==> src/hw/rtl/twr_pkg.sv <==
// ----------------------------------------------------------------------------
// twr_pkg
// widths, register indexes, constants and step functions of the radial
// tukey window weight pipeline
// ----------------------------------------------------------------------------
package twr_pkg;

    localparam int COORD_W  = 12;
    localparam int CFG_W    = 16;
    localparam int WEIGHT_W = 16;
    localparam int IDX_W    = 3;

    // register indexes
    localparam logic [IDX_W-1:0] REG_TAPER  = 3'd0;
    localparam logic [IDX_W-1:0] REG_FLOOR  = 3'd1;
    localparam logic [IDX_W-1:0] REG_SIZE_X = 3'd2;
    localparam logic [IDX_W-1:0] REG_SIZE_Y = 3'd3;
    localparam logic [IDX_W-1:0] REG_SIZE_Z = 3'd4;

    localparam logic [15:0] ONE_Q15 = 16'd32768;

    // per-axis divider: 19 quotient bits, two per stage
    localparam int AX_Q_BITS     = 19;
    localparam int AX_DIV_STAGES = 10;
    // square root: 17 result bits, two per stage
    localparam int SQRT_BITS     = 17;
    localparam int SQRT_STAGES   = 9;
    // taper phase divider: 16 quotient bits, two per stage
    localparam int PH_Q_BITS     = 16;
    localparam int PH_STAGES     = 8;

    // ceil(2^21 / 3), exact floor(sum/3) for sum below 2^21
    localparam logic [19:0] RECIP3 = 20'd699051;

    // odd polynomial for sin(pi*u), Q28
    localparam logic [30:0] SIN_C1 = 31'd843314857;
    localparam logic [30:0] SIN_C3 = 31'd1387197333;
    localparam logic [30:0] SIN_C5 = 31'd684554447;
    localparam logic [30:0] SIN_C7 = 31'd160863847;
    localparam logic [30:0] SIN_C9 = 31'd22050870;

    typedef struct packed {
        logic [37:0] rem;
        logic [18:0] quo;
    } axdiv_t;

    typedef struct packed {
        logic [32:0] rem;
        logic [16:0] res;
    } sqrt_t;

    typedef struct packed {
        logic [30:0] rem;
        logic [15:0] quo;
    } phdiv_t;

    // one restoring step of the per-axis divider at quotient bit k
    function automatic axdiv_t axdiv_step(axdiv_t st, logic [23:0] den, int k);
        axdiv_t      nx;
        logic [42:0] sh;
        nx = st;
        sh = {19'd0, den} << k;
        if ({5'd0, st.rem} >= sh)
        begin
            nx.rem = st.rem - sh[37:0];
            nx.quo = st.quo | (19'd1 << k);
        end
        return nx;
    endfunction

    // one digit of the integer square root at result bit b
    function automatic sqrt_t sqrt_step(sqrt_t st, int b);
        sqrt_t       nx;
        logic [34:0] trial;
        nx = st;
        trial = ({18'd0, st.res} << (b + 1)) + (35'd1 << (2 * b));
        if ({2'd0, st.rem} >= trial)
        begin
            nx.rem = st.rem - trial[32:0];
            nx.res = st.res | (17'd1 << b);
        end
        return nx;
    endfunction

    // one restoring step of the phase divider at quotient bit k
    function automatic phdiv_t phdiv_step(phdiv_t st, logic [15:0] den, int k);
        phdiv_t      nx;
        logic [30:0] sh;
        nx = st;
        sh = {15'd0, den} << k;
        if (st.rem >= sh)
        begin
            nx.rem = st.rem - sh;
            nx.quo = st.quo | (16'd1 << k);
        end
        return nx;
    endfunction

endpackage

==> src/hw/rtl/twr_phase.sv <==
// ----------------------------------------------------------------------------
// twr_phase
// taper phase: flags radii inside the flat region and divides the distance
// into the taper by its width, Q16, clamped to one
// ----------------------------------------------------------------------------
module twr_phase (
    input  logic        clk,
    input  logic        rst_n,
    input  logic        in_valid,
    output logic        in_ready,
    input  logic [16:0] radius,
    input  logic [15:0] taper_a,
    output logic        out_valid,
    input  logic        out_ready,
    output logic [16:0] phase,
    output logic        unity
);

    localparam int NS = 1 + twr_pkg::PH_STAGES;

    logic [NS-1:0] v_reg;
    logic [NS:0]   ld;
    logic [NS-1:0] v_in;

    logic [16:0] flat_end;
    logic [16:0] excess;

    twr_pkg::phdiv_t ph_reg  [0:NS-1];
    twr_pkg::phdiv_t ph_next [1:NS-1];
    logic            unity_reg [0:NS-1];
    logic            sat_reg   [0:NS-1];

    // stage load enables
    always_comb
    begin
        ld[NS] = out_ready;
        for (int s = NS - 1; s >= 0; s--)
        begin
            ld[s] = !v_reg[s] || ld[s + 1];
        end
    end

    assign v_in      = {v_reg[NS-2:0], in_valid};
    assign in_ready  = ld[0];
    assign out_valid = v_reg[NS-1];
    assign unity     = unity_reg[NS-1];
    assign phase     = sat_reg[NS-1] ? 17'h10000 : {1'b0, ph_reg[NS-1].quo};

    always_ff @(posedge clk or negedge rst_n)
    begin
        if (!rst_n)
        begin
            v_reg <= '0;
        end
        else
        begin
            for (int s = 0; s < NS; s++)
            begin
                if (ld[s])
                begin
                    v_reg[s] <= v_in[s];
                end
            end
        end
    end

    // end of the flat region and distance past it
    assign flat_end = 17'(twr_pkg::ONE_Q15) - {1'b0, taper_a};
    assign excess   = radius - flat_end;

    // divider steps
    always_comb
    begin
        twr_pkg::phdiv_t tmp;
        int              jj;
        for (int s = 1; s < NS; s++)
        begin
            tmp = ph_reg[s-1];
            for (int j = 0; j < 2; j++)
            begin
                jj = 2 * (s - 1) + j;
                if (jj < twr_pkg::PH_Q_BITS)
                begin
                    tmp = twr_pkg::phdiv_step(tmp, taper_a,
                                              twr_pkg::PH_Q_BITS - 1 - jj);
                end
            end
            ph_next[s] = tmp;
        end
    end

    // datapath registers
    always_ff @(posedge clk)
    begin
        if (ld[0])
        begin
            unity_reg[0]  <= radius <= flat_end;
            sat_reg[0]    <= excess >= {1'b0, taper_a};
            ph_reg[0].rem <= {excess[14:0], 16'd0};
            ph_reg[0].quo <= '0;
        end
        for (int s = 1; s < NS; s++)
        begin
            if (ld[s])
            begin
                ph_reg[s]    <= ph_next[s];
                unity_reg[s] <= unity_reg[s-1];
                sat_reg[s]   <= sat_reg[s-1];
            end
        end
    end

endmodule

==> config.mk <==
export PLATFORM = sky130hd
export DESIGN_NAME = twr_phase
export DESIGN_NICKNAME = d
export VERILOG_FILES = /design/src/hw/rtl/twr_pkg.sv /design/src/hw/rtl/twr_phase.sv
export SDC_FILE = /design/constraint.sdc
export NUM_CORES = 1
export LEC_CHECK = 0
export BUFFER_PORTS_ARGS = -buffer_cell sky130_fd_sc_hd__buf_2
export CORE_ASPECT_RATIO = 0.9
export CORE_MARGIN = 2
export CORE_UTILIZATION = 45
export DETAILED_ROUTE_END_ITERATION = 7
export PLACE_DENSITY = 0.71
export SKIP_CTS_REPAIR_TIMING = 1
export SLEW_MARGIN = 0
export SYNTH_ARGS = -nofsm -noshare
export SYNTH_HDL_FRONTEND = slang
export SYNTH_SLANG_ARGS = --single-unit
==> constraint.sdc <==
create_clock -name clk -period 6.4 [get_ports clk]
set_input_delay 0.64 -clock clk [delete_from_list [all_inputs] [get_ports clk]]
set_output_delay 0.64 -clock clk [all_outputs]
set_load 0.05 [all_outputs]
# After elaboration in Yosys (flattened, before gate mapping)
# Memories as Yosys holds them, arrays and structs flattened.
# Cells that the tools add are included.
word_totals:
  regBits: 9
  latchBits: 0
  ramBits: 441
  rom_bits: 0
  in_bits: 37
  out_inout_bits: 20
  mem_count: 3
op_classes:
  addsub: 18
  multipliers: 0
  n_div: 0
  magnitude_cmp: 18
  n_eq_ne: 0
  n_shift: 0
  n_mux: 35
  n_bitwise: 0
  reduce_logical: 18
mem_list:
  columns: ["name", "words", "width", "rd", "rd_clocked_by_memory_dff", "write_ports", "line", "rtl"]
  rows:
  - ["ph_reg", 9, 47, 9, 0, 9, "twr_phase.sv:28", "twr_pkg::phdiv_t ph_reg [0:NS-1];"]
  - ["sat_reg", 9, 1, 9, 0, 9, "twr_phase.sv:31", "logic sat_reg [0:NS-1];"]
  - ["unity_reg", 9, 1, 9, 0, 9, "twr_phase.sv:30", "logic unity_reg [0:NS-1];"]
ops:
  columns: ["operator", "n"]
  rows:
  - ["47-bit two-way mux", 16]
  - ["31-bit by 16-bit >= comparator with 1-bit output", 1]
  - ["31-bit by 17-bit >= comparator with 1-bit output", 1]
  - ["31-bit by 18-bit >= comparator with 1-bit output", 1]
  - ["31-bit by 19-bit >= comparator with 1-bit output", 1]
  - ["31-bit by 20-bit >= comparator with 1-bit output", 1]
  - ["31-bit by 21-bit >= comparator with 1-bit output", 1]
  - ["31-bit by 22-bit >= comparator with 1-bit output", 1]
  - ["31-bit by 23-bit >= comparator with 1-bit output", 1]
  - ["31-bit by 24-bit >= comparator with 1-bit output", 1]
  - ["31-bit by 25-bit >= comparator with 1-bit output", 1]
  - ["31-bit by 26-bit >= comparator with 1-bit output", 1]
  - ["31-bit by 27-bit >= comparator with 1-bit output", 1]
  - ["31-bit by 28-bit >= comparator with 1-bit output", 1]
  - ["31-bit by 29-bit >= comparator with 1-bit output", 1]
  - ["31-bit by 30-bit >= comparator with 1-bit output", 1]
  - ["31-bit >= comparator", 1]
  - ["31-bit by 16-bit subtractor with 31-bit output", 1]
  - ["31-bit by 17-bit subtractor with 31-bit output", 1]
  - ["31-bit by 18-bit subtractor with 31-bit output", 1]
  - ["31-bit by 19-bit subtractor with 31-bit output", 1]
  - ["31-bit by 20-bit subtractor with 31-bit output", 1]
  - ["31-bit by 21-bit subtractor with 31-bit output", 1]
  - ["31-bit by 22-bit subtractor with 31-bit output", 1]
  - ["17 further kinds", 50]

# Logic depth before layout (Yosys ltp)
logic_depth:
  depth_word: 12
  depth_mapped: 30

# Worst setup path after synthesis
# No wires, ideal clock.
synth_path:
  path_type: "input -> register"
  from: "input port taper_a[0]"
  to: "memory ph_reg[0][125] (netlist name), data pin"
  setup_ps: 260
  arrival_ps: 7353
  t_required_ps: 6140
  path_slack_ps: -1213
  cell_stages: 27
  cell_sequence: "buf_4 -> inv_1 -> clkbuf_1 -> fa_1 -> a21o_1 -> a21oi_1 -> o21a_1 -> o31ai_1 -> a21o_1 -> o31a_1 -> o41ai_2 -> inv_1 -> a21oi_1 -> buf_2 -> mux2_2 -> ha_1 -> o21a_1 -> o21ai_1 -> a21oi_1 -> nor4_1 -> o31ai_1 -> a211oi_1 -> o21bai_1 -> or3_1 -> nor3_4 -> inv_1 -> mux2_2"
synth_lines:
  columns: ["item", "line", "rtl"]
  rows:
  - ["start, declared", "twr_phase.sv:12", "input logic [15:0] taper_a,"]
  - ["end, declared", "twr_phase.sv:28", null]

==> out/qor.txt <==
WHS Path Cells = 2
Bufs and invs on worst path = 3
distinct cell type count after synthesis = 101
placed cell areas = 28300 µm²
Ports = 57
Data arrival, critical path = 6.36 ns
Residual DRC = 0
wire length per cell = 18.2 µm
Slew @ Worst Pin = 1.08 ns
PortBufs = 56
initial DRC count = 1849
final core occ = 51.4%
antenna diode count = 0
layout cells sized above 1 = 12.7%
worst rel slew slack = 27.8%
initial antenna violation count = 0
Finished Cell Area = 29500 µm²
Top FF cell, synth = edfxtp_1
GRT Total Usage = 22.9%
Hold Crit Endpoint = v_reg[0]$_DFFE_PN0P_
reg-to-reg startpoint = ph_reg[0][77]$_SDFFCE_PP0P_
min Tclk post-route = 6.07 ns
worst r2r path cells = 24
Max Cap Viol = 0
ordered cell list for the critical path = fa_2 > a21o_1 > a21oi_2 > o21a_1 > o31ai_2 > a21o_1 > o31a_1 > o41ai_2 > inv_1 > a21oi_4 > mux2_2 > ha_4 > o21a_1 > o21ai_1 > a21oi_1 > nor4_2 > o31ai_2 > a211oi_2 > o21bai_1 > or3_4 > nor3_4 > buf_4 > inv_2 > mux2_2
pwr dens = 650 nW/µm²
worst vdd ir = 0.342 mV
Layout Skew = 0.0240 ns
cell row count = 83
startpoint of the worst hold path = in_valid
most frequent cells in the layout = 281 x ha_1, 277 x nor2_1, 266 x edfxtp_1
max incr delay on CP = 0.45 ns
Seq/Total Area, Yosys = 31.3%
first-pass GRT wire length = 110 mm
Clk pin slew, worst setup/hold paths = 0.07 ns
non-filler cells in the finished layout = 3829
Ys Warns = 0
setup violators final = 0
initial core utilization = 45.7%
Area Growth Syn to Fin = 12.4%
total CTS buffers = 35
Hold Path Class = primary input to flop
P_leak = 12.0 nW
Slew Limit Fails = 0
routed wire length = 69.7 mm
Die W = 258 µm
Mapped Nets = 3217
DR pass1 iterations = 7
Post-Syn Area per Cell = 9.08 µm²
Crit Path Class = flop to flop
Post-Synthesis Cells = 2888
CP max FO = 10
Req. time, crit path = 6.70 ns
clk buf depth = 3
slowest CP cell = edfxtp_1
CTS tree = built
most common cell after layout, fill and taps aside = ha_1
unrepaired setup endpoints after global routing = false
clk sinks = 275
htree depth = 2
pre-CTS setup slack = -0.0425 ns
post-route setup slack = 0.332 ns
flops & latches, synth = 275
R2R Setup Slk = 0.33 ns
CP delay by family, top = compound AO/OA/AOI/OAI gates
Crit. End Element = flop
Vias = 22459
CTS root buf = clkbuf_16
Setup crit start kind = flop
final worst path period share = 94.8%
status = complete, no violations
GRT overflow = 0
die area = 60200 µm²
Final Hold Viols = 0
pin count of the biggest net entering global routing = 44
post-synth design cell area = 26200 µm²
Via density = 5.87
HPWL Detailed = 53.6 mm
vias in the first global route = 20851
max reg flops = 248
Skew-Pair Late Insertion Delay = 0.57 ns
Post-synth EDFFs = 266
core area = 57300 µm²
reg-to-reg critical path endpoint = ph_reg[0][125]$_DFFE_PP_
post-route ant nets = 0
nets = 3367
Max Clock Freq = 165 MHz
global placement routability congestion = 0.946
ys async rst share = 3.27%
Die Y-Extent = 233 µm
placed insts = 3765
==> worst max-delay path by stage <==
stage / from / end / cells past startpoint
final: ph_reg[0][77]$_SDFFCE_PP0P_ / ph_reg[0][125]$_DFFE_PP_ / 24
after global routing: ph_reg[0][32]$_DFFE_PP_ / ph_reg[0][89]$_DFFE_PP_ / 24
after CTS: ph_reg[0][77]$_SDFFCE_PP0P_ / ph_reg[0][125]$_DFFE_PP_ / 24
after detailed placement: taper_a[1] / ph_reg[0][134]$_DFFE_PP_ / 26
after global placement: taper_a[1] / ph_reg[0][134]$_DFFE_PP_ / 26
after floorplan: taper_a[1] / ph_reg[0][125]$_DFFE_PP_ / 26
==> synth_stat cells (11+ instances only) <==
master	number	area [µm²]
o211ai_1	11	82.6
xnor2_1	170	1490
o21ai_1	17	85.1
and2_1	20	125
nor3_1	72	360
clkbuf_1	39	146
and3_1	32	200
nand3_1	63	315
o31ai_1	18	135
xor2_1	89	780
o21bai_1	26	195
or3_1	24	150
nor2b_1	63	394
a31oi_1	32	200
nand2_1	202	758
mux2_2	77	867
mux2i_1	13	130
ha_1	283	3540
a21o_1	112	841
nor2_1	277	1040
or2_2	14	87.6
edfxtp_1	266	7990
inv_1	104	390
nand3b_1	11	82.6
nor4_1	28	175
o21ai_0	152	761
nand2b_1	54	338
o21a_1	41	308
a21boi_0	19	143
buf_2	17	85.1
a211oi_1	21	158
a21oi_1	259	1300
nand4_1	45	282
==> power breakdown <==
part	internal [mW]	switching (mW)	total, mW
clock	1.18	0.853	2.04
sequential	3.39	0.601	3.99
combinational	5.94	7.19	13.1
==> metrics by stage <==
| stage | hold WS (ns) | total power [mW] | setup TNS, ns |
|---|---|---|---|
| 4_1_cts | -0.0840 | 19.0 | 0 |
| 6_report | 0.314 | 19.2 | 0 |
| 2_1_floorplan | 0.344 | 14.0 | -0.106 |
| 3_5_place_dp | 0.405 | 16.9 | -0.0903 |
| 5_1_grt | 0.297 | 20.8 | 0 |
| 3_3_place_gp | 0.401 | 16.7 | 0 |
==> cell type report <==
class	count	area [µm²]
Clock buffer	42	933
Clock inverter	21	236
Fill cell	5228	27900
Inverter	109	415
Multi-Input combinational cell	2435	17400
Sequential cell	275	8210
Tap cell	765	957
Timing Repair Buffer	182	1350
==> metal layers <==
layer  part of all wire [%]  global-route usage, %  up-vias
met1                     47                   31.7    10562
met3                    5.3                   2.61      120
met4                    3.2                   8.24        0
met5                      0                      0        -
li1                       -                      -    11138
met2                     44                   36.8      639
==> cell families (layout without fill, tap and decap cells) <==
group | count (synthesis) | after routing | share of synthesized area [%]
simple gates | 956 | 956 | 18.4
compound gates | 836 | 836 | 20.7
fa+ha+maj | 292 | 292 | 14.2
flops | 275 | 275 | 31.3
xor+xnor | 259 | 259 | 8.65
buf+inv | 178 | 354 | 2.84
mux | 92 | 92 | 3.89
==> worst register-to-register path, delay by kind of cell, from the launching register on <==
| kind | cells | cell delay [ns] |
|---|---|---|
| and+or+nand+nor | 3 | 0.80 |
| DFF | 1 | 0.45 |
| muxes | 2 | 0.69 |
| buffers and inverters | 3 | 0.37 |
| adders and majority gates | 2 | 0.64 |
| AOI/OAI and AO/OA | 14 | 2.88 |
(Power assumes the default switching activity.)
